## config.mk

```make
export PLATFORM = sky130hd
export DESIGN_NAME = text_token_boundary_scanner
export DESIGN_NICKNAME = d
export VERILOG_FILES = /design/src/ttbs_pkg.sv /design/src/ttbs_front.sv /design/src/ttbs_engine.sv /design/src/ttbs_outq.sv /design/src/text_token_boundary_scanner.sv
export SDC_FILE = /design/constraint.sdc
export NUM_CORES = 1
export LEC_CHECK = 0
export BUFFER_PORTS_ARGS = -buffer_cell sky130_fd_sc_hd__buf_2
export CAP_MARGIN = 40
export CORE_AREA = 2 2 124 126
export DETAILED_ROUTE_END_ITERATION = 6
export DIE_AREA = 0 0 126 128
export HOLD_SLACK_MARGIN = 0.06
export PLACE_DENSITY = 0.77
export SYNTH_ARGS = -nofsm -noshare
export SYNTH_HDL_FRONTEND = slang
export SYNTH_SLANG_ARGS = --single-unit
```

## constraint.sdc

```tcl
create_clock -name i_clk -period 5.4 [get_ports i_clk]
set_input_delay 1.35 -clock i_clk [delete_from_list [all_inputs] [get_ports i_clk]]
set_output_delay 1.35 -clock i_clk [all_outputs]
set_load 0.02 [all_outputs]
```

## src/ttbs_pkg.sv

```systemverilog
// Shared types, constants and the byte classifier of the token boundary scanner.
package ttbs_pkg;

    localparam int LENGTH_BITS_DEF    = 16;
    localparam int OUT_LEN_BITS       = 16;
    localparam int ITEM_QUEUE_DEPTH   = 2;
    localparam int RESULT_QUEUE_DEPTH = 4;

    // byte classes, the only view of a byte the scanner needs
    typedef enum logic [3:0] {
        C_ALPHA  = 4'd0,
        C_DIGIT  = 4'd1,
        C_WHITE  = 4'd2,
        C_BKSP   = 4'd3,
        C_DOT    = 4'd4,
        C_COMMA  = 4'd5,
        C_QEXCL  = 4'd6,
        C_HASH   = 4'd7,
        C_AT     = 4'd8,
        C_SINGLE = 4'd9,
        C_IDENT  = 4'd10,
        C_SIGN   = 4'd11,
        C_OTHER  = 4'd12
    } t_cls;

    typedef struct packed {
        logic eot;
        t_cls cls;
    } t_item;

    typedef struct packed {
        logic [OUT_LEN_BITS-1:0] len;
        logic                    too_long;
        logic                    last;
    } t_result;

    function automatic t_cls classify(input logic [7:0] b);
        t_cls c;
        if (b[7] || (b >= 8'h61 && b <= 8'h7A) || (b >= 8'h41 && b <= 8'h5A)) begin
            c = C_ALPHA;
        end else if (b >= 8'h30 && b <= 8'h39) begin
            c = C_DIGIT;
        end else begin
            case (b)
                8'h20, 8'h09, 8'h0A, 8'h0D, 8'h0C: c = C_WHITE;
                8'h08:                             c = C_BKSP;
                8'h2E:                             c = C_DOT;
                8'h2C:                             c = C_COMMA;
                8'h3F, 8'h21:                      c = C_QEXCL;
                8'h23:                             c = C_HASH;
                8'h40:                             c = C_AT;
                8'h27, 8'h22, 8'h3A, 8'h3B, 8'h28, 8'h29,
                8'h7B, 8'h7D, 8'h5B, 8'h5D:        c = C_SINGLE;
                8'h5F, 8'h24:                      c = C_IDENT;
                8'h2D, 8'h2B:                      c = C_SIGN;
                default:                           c = C_OTHER;
            endcase
        end
        return c;
    endfunction

endpackage

```

## src/ttbs_front.sv

```systemverilog
// Input side: classify each incoming byte and hold items in a short queue for the engine.
module ttbs_front (
    input  logic                i_clk,
    input  logic                i_rst_n,
    input  logic                push,
    output logic                full,
    input  logic [7:0]          i_text_byte,
    input  logic                i_end_of_text,
    output logic                o_valid,
    output ttbs_pkg::t_item     o_item,
    input  logic                i_pop
);

    localparam int DEPTH = ttbs_pkg::ITEM_QUEUE_DEPTH;
    localparam int AW    = $clog2(DEPTH);
    localparam int CW    = $clog2(DEPTH + 1);

    ttbs_pkg::t_item r_mem [DEPTH];
    logic [AW-1:0]   r_wp, r_rp;
    logic [CW-1:0]   r_cnt;
    ttbs_pkg::t_item w_item;
    logic            w_wr, w_rd;

    always_comb begin
        w_item.eot = i_end_of_text;
        w_item.cls = ttbs_pkg::classify(i_text_byte);
    end

    assign full    = (r_cnt == CW'(DEPTH));
    assign o_valid = (r_cnt != '0);
    assign o_item  = r_mem[r_rp];
    assign w_wr    = push && !full;
    assign w_rd    = i_pop && o_valid;

    always_ff @(posedge i_clk) begin
        if (w_wr) begin
            r_mem[r_wp] <= w_item;
        end
        if (!i_rst_n) begin
            r_wp  <= '0;
            r_rp  <= '0;
            r_cnt <= '0;
        end else begin
            if (w_wr) r_wp <= r_wp + AW'(1);
            if (w_rd) r_rp <= r_rp + AW'(1);
            if (w_wr && !w_rd) r_cnt <= r_cnt + CW'(1);
            else if (w_rd && !w_wr) r_cnt <= r_cnt - CW'(1);
        end
    end

endmodule

```

## src/ttbs_engine.sv

```systemverilog
// Back side: scanner FSM stepping a byte class a cycle unless results stall; replays given-back bytes.
module ttbs_engine #(
    parameter int LENGTH_BITS = ttbs_pkg::LENGTH_BITS_DEF
) (
    input  logic                i_clk,
    input  logic                i_rst_n,
    input  logic                i_valid,
    input  ttbs_pkg::t_item     i_item,
    output logic                o_pop,
    output logic                o_push,
    output ttbs_pkg::t_result   o_result,
    input  logic                i_full
);

    localparam int OW = ttbs_pkg::OUT_LEN_BITS;
    localparam int EW = (LENGTH_BITS > OW) ? LENGTH_BITS : OW;

    typedef enum logic [3:0] {
        S_INIT    = 4'd0,
        S_WHITE   = 4'd1,
        S_WORD    = 4'd2,
        S_WDOT    = 4'd3,
        S_WDOTLET = 4'd4,
        S_ABBRDOT = 4'd5,
        S_ABBR    = 4'd6,
        S_NUM     = 4'd7,
        S_NDOT    = 4'd8,
        S_NDOTLET = 4'd9,
        S_SYM     = 4'd10,
        S_PUNCT   = 4'd11,
        S_PRUN    = 4'd12,
        S_TAG     = 4'd13,
        S_TAGID   = 4'd14
    } t_scan_state;

    typedef enum logic [1:0] {
        ACT_GO        = 2'd0,
        ACT_TAKEN_END = 2'd1,
        ACT_END       = 2'd2
    } t_act;

    t_scan_state         r_state, n_state;
    logic [LENGTH_BITS-1:0] r_count, n_count;
    ttbs_pkg::t_cls      r_rep [3];
    ttbs_pkg::t_cls      n_rep [3];
    logic [1:0]          r_rc, n_rc;
    ttbs_pkg::t_cls      r_pq [3];
    ttbs_pkg::t_cls      n_pq [3];
    logic [1:0]          r_pn, n_pn;
    logic                r_eot, n_eot;
    logic                r_busy, n_busy;
    logic                r_hold_v, n_hold_v;
    ttbs_pkg::t_result   r_hold, n_hold;

    ttbs_pkg::t_cls      w_head;
    logic                w_cnt_zero;
    t_act                w_sym_act, w_act;
    t_scan_state         w_sym_next, w_next;
    logic [1:0]          w_back_raw, w_flush_back, w_back;
    logic [LENGTH_BITS-1:0] w_cnt_inc, w_e_cnt, w_e_val;
    logic                w_e_sat;
    logic [EW-1:0]       w_e_wide;
    logic                w_can_emit;

    assign w_head     = r_pq[0];
    assign w_cnt_zero = (r_count == '0);
    assign w_cnt_inc  = (&r_count) ? r_count : r_count + LENGTH_BITS'(1);

    // symbol-run rules, shared by several states
    always_comb begin
        w_sym_act  = ACT_END;
        w_sym_next = S_INIT;
        case (w_head)
            ttbs_pkg::C_ALPHA, ttbs_pkg::C_DIGIT, ttbs_pkg::C_WHITE: begin
                w_sym_act = ACT_END;
            end
            ttbs_pkg::C_DOT, ttbs_pkg::C_COMMA, ttbs_pkg::C_QEXCL: begin
                if (w_cnt_zero) begin
                    w_sym_act  = ACT_GO;
                    w_sym_next = S_PUNCT;
                end
            end
            ttbs_pkg::C_AT, ttbs_pkg::C_SINGLE: begin
                if (w_cnt_zero) begin
                    w_sym_act  = ACT_TAKEN_END;
                    w_sym_next = S_SYM;
                end
            end
            default: begin
                w_sym_act  = ACT_GO;
                w_sym_next = S_SYM;
            end
        endcase
    end

    // one scanner step on the head of the replay queue
    always_comb begin
        w_act      = ACT_END;
        w_next     = S_INIT;
        w_back_raw = 2'd0;
        case (r_state)
            S_INIT: begin
                if (w_head == ttbs_pkg::C_ALPHA) begin
                    w_act = ACT_GO; w_next = S_WORD;
                end else if (w_head == ttbs_pkg::C_DIGIT) begin
                    w_act = ACT_GO; w_next = S_NUM;
                end else if (w_head == ttbs_pkg::C_HASH || w_head == ttbs_pkg::C_AT) begin
                    w_act = ACT_GO; w_next = S_TAG;
                end else if (w_head == ttbs_pkg::C_WHITE || w_head == ttbs_pkg::C_BKSP) begin
                    w_act = ACT_GO; w_next = S_WHITE;
                end else begin
                    w_act = w_sym_act; w_next = w_sym_next;
                end
            end
            S_WHITE: begin
                if (w_head == ttbs_pkg::C_WHITE || w_head == ttbs_pkg::C_BKSP) begin
                    w_act = ACT_GO; w_next = S_WHITE;
                end
            end
            S_WORD: begin
                if (w_head == ttbs_pkg::C_ALPHA || w_head == ttbs_pkg::C_DIGIT) begin
                    w_act = ACT_GO; w_next = S_WORD;
                end else if (w_head == ttbs_pkg::C_DOT) begin
                    w_act = ACT_GO; w_next = S_WDOT;
                end
            end
            S_WDOT: begin
                if (w_head == ttbs_pkg::C_ALPHA) begin
                    w_act = ACT_GO; w_next = S_WDOTLET;
                end else begin
                    w_back_raw = 2'd1;
                end
            end
            S_WDOTLET: begin
                if (w_head == ttbs_pkg::C_DOT) begin
                    w_act = ACT_GO; w_next = S_ABBRDOT;
                end else if (w_head == ttbs_pkg::C_DIGIT) begin
                    w_act = ACT_GO; w_next = S_NUM;
                end else begin
                    w_back_raw = 2'd2;
                end
            end
            S_ABBRDOT: begin
                if (w_head == ttbs_pkg::C_ALPHA) begin
                    w_act = ACT_GO; w_next = S_ABBR;
                end
            end
            S_ABBR: begin
                if (w_head == ttbs_pkg::C_DOT) begin
                    w_act = ACT_GO; w_next = S_ABBRDOT;
                end else if (w_head == ttbs_pkg::C_ALPHA) begin
                    w_back_raw = 2'd2;
                end else begin
                    w_back_raw = 2'd1;
                end
            end
            S_NUM: begin
                if (w_head == ttbs_pkg::C_ALPHA || w_head == ttbs_pkg::C_DIGIT) begin
                    w_act = ACT_GO; w_next = S_NUM;
                end else if (w_head == ttbs_pkg::C_DOT || w_head == ttbs_pkg::C_COMMA) begin
                    w_act = ACT_GO; w_next = S_NDOT;
                end
            end
            S_NDOT: begin
                if (w_head == ttbs_pkg::C_ALPHA) begin
                    w_act = ACT_GO; w_next = S_NDOTLET;
                end else if (w_head == ttbs_pkg::C_DIGIT || w_head == ttbs_pkg::C_SIGN) begin
                    w_act = ACT_GO; w_next = S_NUM;
                end else begin
                    w_back_raw = 2'd1;
                end
            end
            S_NDOTLET: begin
                if (w_head == ttbs_pkg::C_DIGIT) begin
                    w_act = ACT_GO; w_next = S_NUM;
                end else begin
                    w_back_raw = 2'd2;
                end
            end
            S_SYM: begin
                w_act = w_sym_act; w_next = w_sym_next;
            end
            S_PUNCT: begin
                if (w_head == ttbs_pkg::C_AT || w_head == ttbs_pkg::C_HASH) begin
                    w_act = ACT_GO; w_next = S_SYM;
                end else if (w_head == ttbs_pkg::C_DOT || w_head == ttbs_pkg::C_COMMA ||
                             w_head == ttbs_pkg::C_QEXCL) begin
                    w_act = ACT_GO; w_next = S_PRUN;
                end
            end
            S_PRUN: begin
                if (w_head == ttbs_pkg::C_DOT || w_head == ttbs_pkg::C_COMMA ||
                    w_head == ttbs_pkg::C_QEXCL) begin
                    w_act = ACT_GO; w_next = S_PRUN;
                end
            end
            S_TAG: begin
                if (w_head == ttbs_pkg::C_ALPHA) begin
                    w_act = ACT_GO; w_next = S_TAGID;
                end else begin
                    w_act = w_sym_act; w_next = w_sym_next;
                end
            end
            S_TAGID: begin
                if (w_head == ttbs_pkg::C_ALPHA || w_head == ttbs_pkg::C_DIGIT ||
                    w_head == ttbs_pkg::C_IDENT) begin
                    w_act = ACT_GO; w_next = S_TAGID;
                end
            end
            default: begin
                w_act = ACT_END;
            end
        endcase
    end

    // bytes to give back when end of text cuts an open token
    always_comb begin
        case (r_state)
            S_WDOT, S_NDOT:       w_flush_back = 2'd1;
            S_WDOTLET, S_NDOTLET: w_flush_back = 2'd2;
            default:              w_flush_back = 2'd0;
        endcase
    end

    // length of the token being closed, saturated and cut to the port width
    always_comb begin
        logic [1:0] raw;
        raw = (r_pn != 2'd0) ? ((w_act == ACT_END) ? w_back_raw : 2'd0) : w_flush_back;
        w_back  = (raw > r_rc) ? r_rc : raw;
        w_e_cnt = (r_pn != 2'd0 && w_act == ACT_TAKEN_END) ? w_cnt_inc : r_count;
        w_e_sat = &w_e_cnt;
        w_e_val = w_e_sat ? w_e_cnt : w_e_cnt - LENGTH_BITS'(w_back);
        w_e_wide = EW'(w_e_val);
    end

    assign w_can_emit = !r_hold_v || !i_full;

    always_comb begin
        n_state  = r_state;
        n_count  = r_count;
        n_rep    = r_rep;
        n_rc     = r_rc;
        n_pq     = r_pq;
        n_pn     = r_pn;
        n_eot    = r_eot;
        n_busy   = r_busy;
        n_hold_v = r_hold_v;
        n_hold   = r_hold;
        o_pop    = 1'b0;
        o_push   = 1'b0;
        o_result = r_hold;
        o_result.last = 1'b0;

        if (!r_busy) begin
            if (i_valid) begin
                o_pop   = 1'b1;
                n_busy  = 1'b1;
                n_eot   = i_item.eot;
                n_pq[0] = i_item.cls;
                n_pn    = i_item.eot ? 2'd0 : 2'd1;
            end
        end else if (r_pn != 2'd0) begin
            if (w_act == ACT_GO) begin
                n_state = w_next;
                n_count = w_cnt_inc;
                n_rep[0] = w_head;
                n_rep[1] = r_rep[0];
                n_rep[2] = r_rep[1];
                n_rc    = (r_rc == 2'd3) ? r_rc : r_rc + 2'd1;
                n_pq[0] = r_pq[1];
                n_pq[1] = r_pq[2];
                n_pn    = r_pn - 2'd1;
            end else if (w_can_emit) begin
                o_push   = r_hold_v;
                n_hold_v = 1'b1;
                n_hold.len      = w_e_wide[OW-1:0];
                n_hold.too_long = w_e_sat;
                n_hold.last     = 1'b0;
                n_state = S_INIT;
                n_count = '0;
                n_rc    = 2'd0;
                if (w_act == ACT_TAKEN_END) begin
                    n_pq[0] = r_pq[1];
                    n_pq[1] = r_pq[2];
                    n_pn    = r_pn - 2'd1;
                end else begin
                    // requeue the given-back bytes ahead of the current one
                    case (w_back)
                        2'd1: begin
                            n_pq[0] = r_rep[0];
                            n_pq[1] = r_pq[0];
                            n_pq[2] = r_pq[1];
                            n_pn    = r_pn + 2'd1;
                        end
                        2'd2: begin
                            n_pq[0] = r_rep[1];
                            n_pq[1] = r_rep[0];
                            n_pq[2] = r_pq[0];
                            n_pn    = r_pn + 2'd2;
                        end
                        default: begin
                            n_pn = r_pn;
                        end
                    endcase
                end
            end
        end else if (r_eot && r_state != S_INIT) begin
            if (w_can_emit) begin
                o_push   = r_hold_v;
                n_hold_v = 1'b1;
                n_hold.len      = w_e_wide[OW-1:0];
                n_hold.too_long = w_e_sat;
                n_hold.last     = 1'b0;
                n_state = S_INIT;
                n_count = '0;
                n_rc    = 2'd0;
                n_pn    = w_back;
                case (w_back)
                    2'd1: n_pq[0] = r_rep[0];
                    2'd2: begin
                        n_pq[0] = r_rep[1];
                        n_pq[1] = r_rep[0];
                    end
                    default: n_pq[0] = r_pq[0];
                endcase
            end
        end else if (w_can_emit) begin
            // close the item: the held result is its last one
            o_push        = r_hold_v;
            o_result.last = 1'b1;
            n_hold_v      = 1'b0;
            n_busy        = 1'b0;
        end
    end

    always_ff @(posedge i_clk) begin
        r_pq   <= n_pq;
        r_rep  <= n_rep;
        r_hold <= n_hold;
        if (!i_rst_n) begin
            r_state  <= S_INIT;
            r_count  <= '0;
            r_rc     <= 2'd0;
            r_pn     <= 2'd0;
            r_eot    <= 1'b0;
            r_busy   <= 1'b0;
            r_hold_v <= 1'b0;
        end else begin
            r_state  <= n_state;
            r_count  <= n_count;
            r_rc     <= n_rc;
            r_pn     <= n_pn;
            r_eot    <= n_eot;
            r_busy   <= n_busy;
            r_hold_v <= n_hold_v;
        end
    end

endmodule

```

## src/ttbs_outq.sv

```systemverilog
// Result queue between the engine and the output port.
module ttbs_outq (
    input  logic                i_clk,
    input  logic                i_rst_n,
    input  logic                i_push,
    input  ttbs_pkg::t_result   i_data,
    output logic                o_full,
    output logic                empty,
    input  logic                pop,
    output ttbs_pkg::t_result   o_data
);

    localparam int DEPTH = ttbs_pkg::RESULT_QUEUE_DEPTH;
    localparam int AW    = $clog2(DEPTH);
    localparam int CW    = $clog2(DEPTH + 1);

    ttbs_pkg::t_result r_mem [DEPTH];
    logic [AW-1:0]     r_wp, r_rp;
    logic [CW-1:0]     r_cnt;
    logic              w_wr, w_rd;

    assign o_full = (r_cnt == CW'(DEPTH));
    assign empty  = (r_cnt == '0);
    assign o_data = r_mem[r_rp];
    assign w_wr   = i_push && !o_full;
    assign w_rd   = pop && !empty;

    always_ff @(posedge i_clk) begin
        if (w_wr) begin
            r_mem[r_wp] <= i_data;
        end
        if (!i_rst_n) begin
            r_wp  <= '0;
            r_rp  <= '0;
            r_cnt <= '0;
        end else begin
            if (w_wr) r_wp <= r_wp + AW'(1);
            if (w_rd) r_rp <= r_rp + AW'(1);
            if (w_wr && !w_rd) r_cnt <= r_cnt + CW'(1);
            else if (w_rd && !w_wr) r_cnt <= r_cnt - CW'(1);
        end
    end

endmodule

```

## src/text_token_boundary_scanner.sv

```systemverilog
// Top level of the text token boundary scanner.
// Push one text byte per transfer (push high, full low) with i_end_of_text low,
// or an end-of-text item with i_end_of_text high to flush the open token.
// Each item yields zero to four token lengths on the result side; the oldest
// waits on o_token_length/o_too_long/o_last_of_run while empty is low and moves
// on a transfer with pop high. o_last_of_run marks the final result of an item.
// A classifier and a two-entry item queue sit in front of the scanner engine.
// For a plain byte the engine loads the item, takes a scan step and closes it,
// plus a step for each byte scanned again after a token ends short and a flush
// step at end of text. It steps once per cycle unless a full result queue holds
// it, and takes no new item until it has closed the last one. A result enters
// the result queue at the next token end or at the close of its item.
// When the receiver stalls, the four-entry result queue fills, the engine holds
// its step, the item queue fills and full rises; nothing is dropped.
// Reset (synchronous, i_rst_n low) empties both queues and returns the scanner
// to its initial state with no open token.
module text_token_boundary_scanner #(
    parameter int LENGTH_BITS = ttbs_pkg::LENGTH_BITS_DEF
) (
    input  logic        i_clk,
    input  logic        i_rst_n,
    input  logic        push,
    output logic        full,
    input  logic [7:0]  i_text_byte,
    input  logic        i_end_of_text,
    output logic        empty,
    input  logic        pop,
    output logic [15:0] o_token_length,
    output logic        o_too_long,
    output logic        o_last_of_run
);

    logic              w_item_valid, w_item_pop;
    ttbs_pkg::t_item   w_item;
    logic              w_res_push, w_res_full;
    ttbs_pkg::t_result w_res, w_out;

    ttbs_front u_front (
        .i_clk         (i_clk),
        .i_rst_n       (i_rst_n),
        .push          (push),
        .full          (full),
        .i_text_byte   (i_text_byte),
        .i_end_of_text (i_end_of_text),
        .o_valid       (w_item_valid),
        .o_item        (w_item),
        .i_pop         (w_item_pop)
    );

    ttbs_engine #(
        .LENGTH_BITS (LENGTH_BITS)
    ) u_engine (
        .i_clk    (i_clk),
        .i_rst_n  (i_rst_n),
        .i_valid  (w_item_valid),
        .i_item   (w_item),
        .o_pop    (w_item_pop),
        .o_push   (w_res_push),
        .o_result (w_res),
        .i_full   (w_res_full)
    );

    ttbs_outq u_outq (
        .i_clk   (i_clk),
        .i_rst_n (i_rst_n),
        .i_push  (w_res_push),
        .i_data  (w_res),
        .o_full  (w_res_full),
        .empty   (empty),
        .pop     (pop),
        .o_data  (w_out)
    );

    assign o_token_length = w_out.len;
    assign o_too_long     = w_out.too_long;
    assign o_last_of_run  = w_out.last;

endmodule
```

## Word-level counts from Yosys, hierarchy flattened

Memories as Yosys holds them, arrays and structs flattened. A register that Yosys moved wholly into a read port is not among the register bits.
Index checks and enable logic that the tools add are counted.

- Bitwise logic cells: 3
- Multiplexer cells: 132
- Add/sub/neg operators: 14
- Reduce and logical (&&, ||, !) cells: 67
- Equal/unequal tests: 40
- Order comparisons: 7

Operator list:

| operator | count |
|---|---|
| $mux W16 | 7 |
| $mux W4 | 26 |
| $mux W2 | 44 |
| $mux W18 | 4 |
| $pmux W4 S15 | 1 |
| $eq A4 B4 Y1 const B | 11 |
| $mux W8 | 5 |
| $eq A4 B3 Y1 const B | 8 |
| $reduce_and A16 Y1 | 2 |
| $mux W1 | 29 |
| $pmux W2 S14 | 1 |
| $pmux W12 S2 | 1 |
| $mux W3 | 7 |
| $reduce_bool A2 Y1 | 10 |
| $reduce_and A6 Y1 | 3 |
| $add A16 B1 Y16 const B | 1 |
| $eq A4 B2 Y1 const B | 4 |
| $ge A8 B7 Y1 const B | 2 |
| $le A8 B7 Y1 const B | 2 |
| $logic_not A16 Y1 | 1 |
| $sub A16 B2 Y16 | 1 |
| $logic_and A1 B1 Y1 | 13 |
| $mux W12 | 1 |
| $ne A3 B3 Y1 const B | 4 |
| other kinds (35) | 75 |

- Input bits: 13
- Word-level logic and storage cells: 287
- Output and inout port bits: 20
- Memory bits (writable): 82
- Register bits after elaboration: 76
- Memories: 3
- ROM bits: 512

Memory list:

| name | depth | width | rd ports | clocked after memory_dff | wr ports | RTL line | text |
|---|---|---|---|---|---|---|---|
| (no name shown) | 128 | 4 | 1 | 0 | 0 | ttbs_pkg.sv:44 | `case (b)` |
| u_outq.r_mem | 4 | 18 | 1 | 1 | 1 | ttbs_outq.sv:17 | `ttbs_pkg::t_result r_mem [DEPTH];` |
| u_front.r_mem | 2 | 5 | 1 | 1 | 1 | ttbs_front.sv:18 | `ttbs_pkg::t_item r_mem [DEPTH];` |

## Depth between registers and ports, before layout

- Word-level depth: 20
- Gate-level depth with buffers: 20
- Depth with buffers taken out: 18

## By module

A second synthesis with hierarchy kept.

- Cell total of the unflattened synthesis: 780
- Area, all modules: 8637.0 µm²

By module, submodules not included:

| module | instances | seq. area each (µm²) | area an instance (µm²) | cells an instance |
|---|---|---|---|---|
| ttbs_engine | 1 | 1651.6 | 4453.0 | 526 |
| ttbs_outq | 1 | 2342.2 | 3091.7 | 142 |
| ttbs_front | 1 | 400.4 | 1092.3 | 112 |

## Least setup slack after synthesis

OpenSTA, ideal clock, no wires.

- Path type: reg2reg
- From: reg u_engine.r_pq, in the netlist u_engine.w_head[1]
- To: reg u_engine.r_pq, in the netlist u_engine.w_head[1], data pin
- Setup time: 0.275 ns
- Clock period less this slack: 4.127 ns
- Path buffers: 3
- Setup slack: 1.273 ns
- Required time: 5.125 ns
- Cell stages (with the launch flop): 20
- Data arrival time: 3.852 ns
- Cells stage by stage: edfxtp_1 -> buf_6 -> or4_1 -> buf_2 -> nor4_1 -> a21oi_1 -> o21ai_0 -> a32oi_1 -> o22ai_1 -> ha_1 -> a21oi_1 -> a21oi_1 -> a211oi_1 -> nor2_1 -> inv_1 -> ha_1 -> clkbuf_1 -> mux2_2 -> mux2i_1 -> o221ai_1

RTL lines:

| what | RTL line | text |
|---|---|---|
| start, declared | ttbs_engine.sv:47 | `ttbs_pkg::t_cls r_pq [3];` |
| start signal, assigned | ttbs_engine.sv:337 | `r_pq <= n_pq;` |

==> results.txt <==
- The run finished with clean final reports.
- Relative to the synthesized area, the layout overhead comes to 9.97%.
- Setup total negative slack on the finished layout was measured at 0 ps.
- The synthesized design devotes to its leading area cell type between 40% and 50% of total area.
- In this run, distinct cell masters in the synthesized netlist total just under 80.
- The endpoint identified for the worst register-to-register timing path is u_engine.w_head[1]$_DFFE_PP_.
- Wire length per cell: 19.6 µm
- Measured in cells, the most critical reg-to-reg path has a length of 16.
* Routed wire length: 20200 µm
- Count of endpoints failing hold in the final timing report: 0
* Hold-fix buffer count after cts: 0
- For this design the top-level I/O count stands at 33.
- Row count: 45
- Summing all flip-flop and latch instances after layout gives 4390 µm².
* Top layer in use: met4
- Clock transition time at the flip-flop clock pins of the worst setup and hold paths: 70 ps
- TritonCTS built the clock tree.
- The setup check on the worst reg-to-reg path leaves a slack of slightly below 800 ps.
* Vias: 6695
* Sequential fraction of the synthesis area: 50.1%
* Initial drt markers: 538
- The worst setup path is launched from a register.
* Number of H-tree levels: 4
* Library cell used as clock root buffer: sky130_fd_sc_hd__clkbuf_16
- Global-route congestion overflow total: 0
- Total area of multi-input combinational cells: 4020 µm²
* Final-report max-slew violation count: 0
- Leakage: 3.35 nW
- Rel. slew slack: 41.9%
- Hold Path Class: reg -> reg
- Cell area after synthesis: 8770 µm²
* Number of standard cells after synthesis: 819
- Buffers from clock root to sink, at most: 2
- Required time reported for the critical path endpoint: approximately 5600 ps
* Type of destination of the critical path: register
- Fin Clk Skew: 10.2 ps
* Filler cell count in the final layout: around 1200
- The first TritonRoute pass finished after 5 iterations.
- Total Nets Final: 868
* Total nets after synthesis: 857
* Peak supply drop: 0.264 mV
* Total inserted antenna cells: 0
* Final standard cell utilization of the core: 64.9%
- The biggest area contributor in the post-synthesis netlist is sky130_fd_sc_hd__edfxtp_1.
- The count of buffers added on input and output ports is 32.
* Worst-case hold slack: 494 ps
- Total number of yosys warnings: 0
- Average vias per placed instance: 6.49
- The via count of the first global-routing pass came to between 6000 and 7000.
* DR DRC count: 0
* Pwr Density: 474 nW/µm²
* Critical Setup Path Class: reg -> reg
- Synth area leaders: sky130_fd_sc_hd__edfxtp_1 (41%), sky130_fd_sc_hd__dfxtp_1 (9.4%), sky130_fd_sc_hd__mux4_2 (4.6%)
- Of the cells placed in the final design, the portion with a size suffix greater than 1 is 15.2%.
- Hpwl dp: 14000 µm
* Final period util: 85.6%
- Summing internal, switching and leakage power gives 4.57 mW.
- Insertion delay of the later-clocked pin in the worst-skew pair: approximately 430 ps
- Async SR Flop Fraction: 0%
- Count of state elements after synthesis: 160
- The clock drives 160 sinks.
* Routed wl met2: 9980 µm
- In the global route stage, overall resource usage came out at between 20 and 30%.
- The worst hold path begins at u_engine.o_result[12]$_DFFE_PP_.
* Largest net degree at the start of global routing: 33
- Total of endpoints with negative setup slack in the final report: 0
- Data arrival time of the worst path: 4770 ps
- The die covers between 15000 and 20000 µm².
* Clock buffers created by TritonCTS: 17
- In this run, post-CTS repair resized a total of 0 instances.
- sky130_fd_sc_hd__edfxtp_1 is the most common cell in the netlist.
* Number of buffers inserted by post-CTS setup repair: 0
- Antenna violations before repair: 0
- Final Critical Period: ~4600 ps
* Met1 wire length: between 8000 and 9000 µm
- Core region area: 14900 µm²
* Unrepaired setup endpoints after global routing: false
- Along the worst path, the maximum fanout reaches 11.
* Count of flip-flops with a built-in enable after synthesis: 119
* Dominant synthesized flop cell: sky130_fd_sc_hd__edfxtp_1
- Sorting the synthesized cells by how often they occur yields sky130_fd_sc_hd__edfxtp_1 (119), sky130_fd_sc_hd__nand2_1 (70), sky130_fd_sc_hd__o21ai_0 (61), sky130_fd_sc_hd__nor2_1 (57), sky130_fd_sc_hd__a21oi_1 (49).
- Startpoint of the most critical register-to-register path: u_engine.w_head[0]$_DFFE_PP_
- Across the run, the number of max-cap violations was 0.
* Effective utilization at floorplan: between 50% and 60%
- For hold timing, the worst endpoint is u_outq.r_mem[1][12]$_DFFE_PP_.
* Average footprint of a synthesized cell: about 11 µm²
- Number of nets with antenna violations after detailed routing: 0
- Wire length of the first global-routing pass: 32700 µm
* Weighted congestion reported at the end of routability-driven placement: 0.964
- Vertical die dimension: 128 µm
- Worst-margin pin slew: between 800 and 900 ps
- Routed wl met3: ~1300 µm
- Timing would allow up to 0.216 GHz.
* Die W: 126 µm
- Counting instances, the worst hold path has a depth of 0.
[kinds of logic after synthesis]
group | share of synthesized area [%]
XOR/XNOR | 2.50
AND/OR/NAND/NOR | 15.1
buffers and inverters | 4.11
AO/OA/AOI/OAI | 17.2
adder cells (fa/ha/maj) | 3.74
flip-flops | 50.1
multiplexers | 7.25
[placed cells by master, fill, tap and decap left out, drive strengths merged, types with 14 or more instances in the layout]
| cell type | Yosys | layout |
|---|---|---|
| ha | 23 | 23 |
| inv | 33 | 40 |
| mux2i | 14 | 14 |
| a21oi | 49 | 49 |
| nor2 | 57 | 57 |
| edfxtp | 119 | 119 |
| a211oi | 15 | 15 |
| dfxtp | 41 | 41 |
| xor2 | 15 | 15 |
| nand2 | 70 | 70 |
| mux4 | 18 | 18 |
| buf | 13 | 51 |
| clkbuf | 46 | 17 |
| o21ai | 61 | 61 |
| nor3 | 18 | 18 |
[through the flow]
step / worst slack (ps) / cell area, µm² / cells
global placement: 1020 / 9070 / 999
CTS: 855 / 9650 / 1031
detailed placement: 899 / 9070 / 999
floorplan: 1270 / 8770 / 819
global route: 482 / 9650 / 1031
finish: 776 / 9650 / 1031
[worst max path at each step]
stage / from / to
detailed placement: u_engine.w_head[0]$_DFFE_PP_ / u_engine.w_head[0]$_DFFE_PP_
global route: u_engine.w_head[0]$_DFFE_PP_ / u_engine.w_head[0]$_DFFE_PP_
CTS: u_engine.w_head[0]$_DFFE_PP_ / u_engine.w_head[0]$_DFFE_PP_
global placement: u_engine.w_head[0]$_DFFE_PP_ / u_engine.w_head[0]$_DFFE_PP_
floorplan: u_engine.w_head[1]$_DFFE_PP_ / u_engine.w_head[1]$_DFFE_PP_
finish: u_engine.w_head[0]$_DFFE_PP_ / u_engine.w_head[1]$_DFFE_PP_
[layout make-up]
type | count | area share, %
Clock buffer | 17 | 4.41
Multi-Input combinational cell | 567 | 41.6
Clock inverter | 15 | 1.53
Sequential cell | 160 | 45.6
Inverter | 33 | 1.28
Timing Repair Buffer | 51 | 3.14
Tap cell | 188 | 2.44
[per-layer routing]
metal  track usage [%]  vias up
li1                  -     3139
met5                 0        -
met1              31.7     3247
met4              12.6        0
met3              4.72       49
met2              43.4      260
[registers in the layout, summed over array words and instances, names as in the netlist, 4 cells and up, named ones only]
| register | count |
|---|---|
| u_outq.r_mem | 72 |
| u_engine.o_result | 17 |
| u_engine.r_count | 16 |
| u_front.r_mem | 10 |
| u_engine.r_pq | 8 |
| u_engine.r_rep | 8 |
| u_engine.r_state | 4 |
| u_engine.w_head | 4 |
[report_power, final]
| group | switching, mW | internal (mW) | leakage (nW) |
|---|---|---|---|
| Clock | 0.508 | 0.647 | 0.279 |
| Combinational | 1.10 | 0.642 | 1.65 |
| Sequential | 0.151 | 1.53 | 1.42 |
| Total | 1.76 | 2.82 | 3.35 |
[worst max-delay path: stages, from the launching register on]
cell and delay (ps):
sky130_fd_sc_hd__edfxtp_1 470, sky130_fd_sc_hd__or4_1 790, sky130_fd_sc_hd__nor4_1 270, sky130_fd_sc_hd__a21oi_1 100, sky130_fd_sc_hd__o21ai_0 190, sky130_fd_sc_hd__a32oi_1 120
sky130_fd_sc_hd__o22ai_1 210, sky130_fd_sc_hd__ha_1 300, sky130_fd_sc_hd__a21oi_1 210, sky130_fd_sc_hd__a21oi_1 60, sky130_fd_sc_hd__a211oi_1 250, sky130_fd_sc_hd__nor2_1 130
sky130_fd_sc_hd__inv_1 100, sky130_fd_sc_hd__ha_1 460, sky130_fd_sc_hd__mux2_2 410, sky130_fd_sc_hd__mux2i_1 140, sky130_fd_sc_hd__o221ai_1 130
Power figures use the tool's default switching activity.
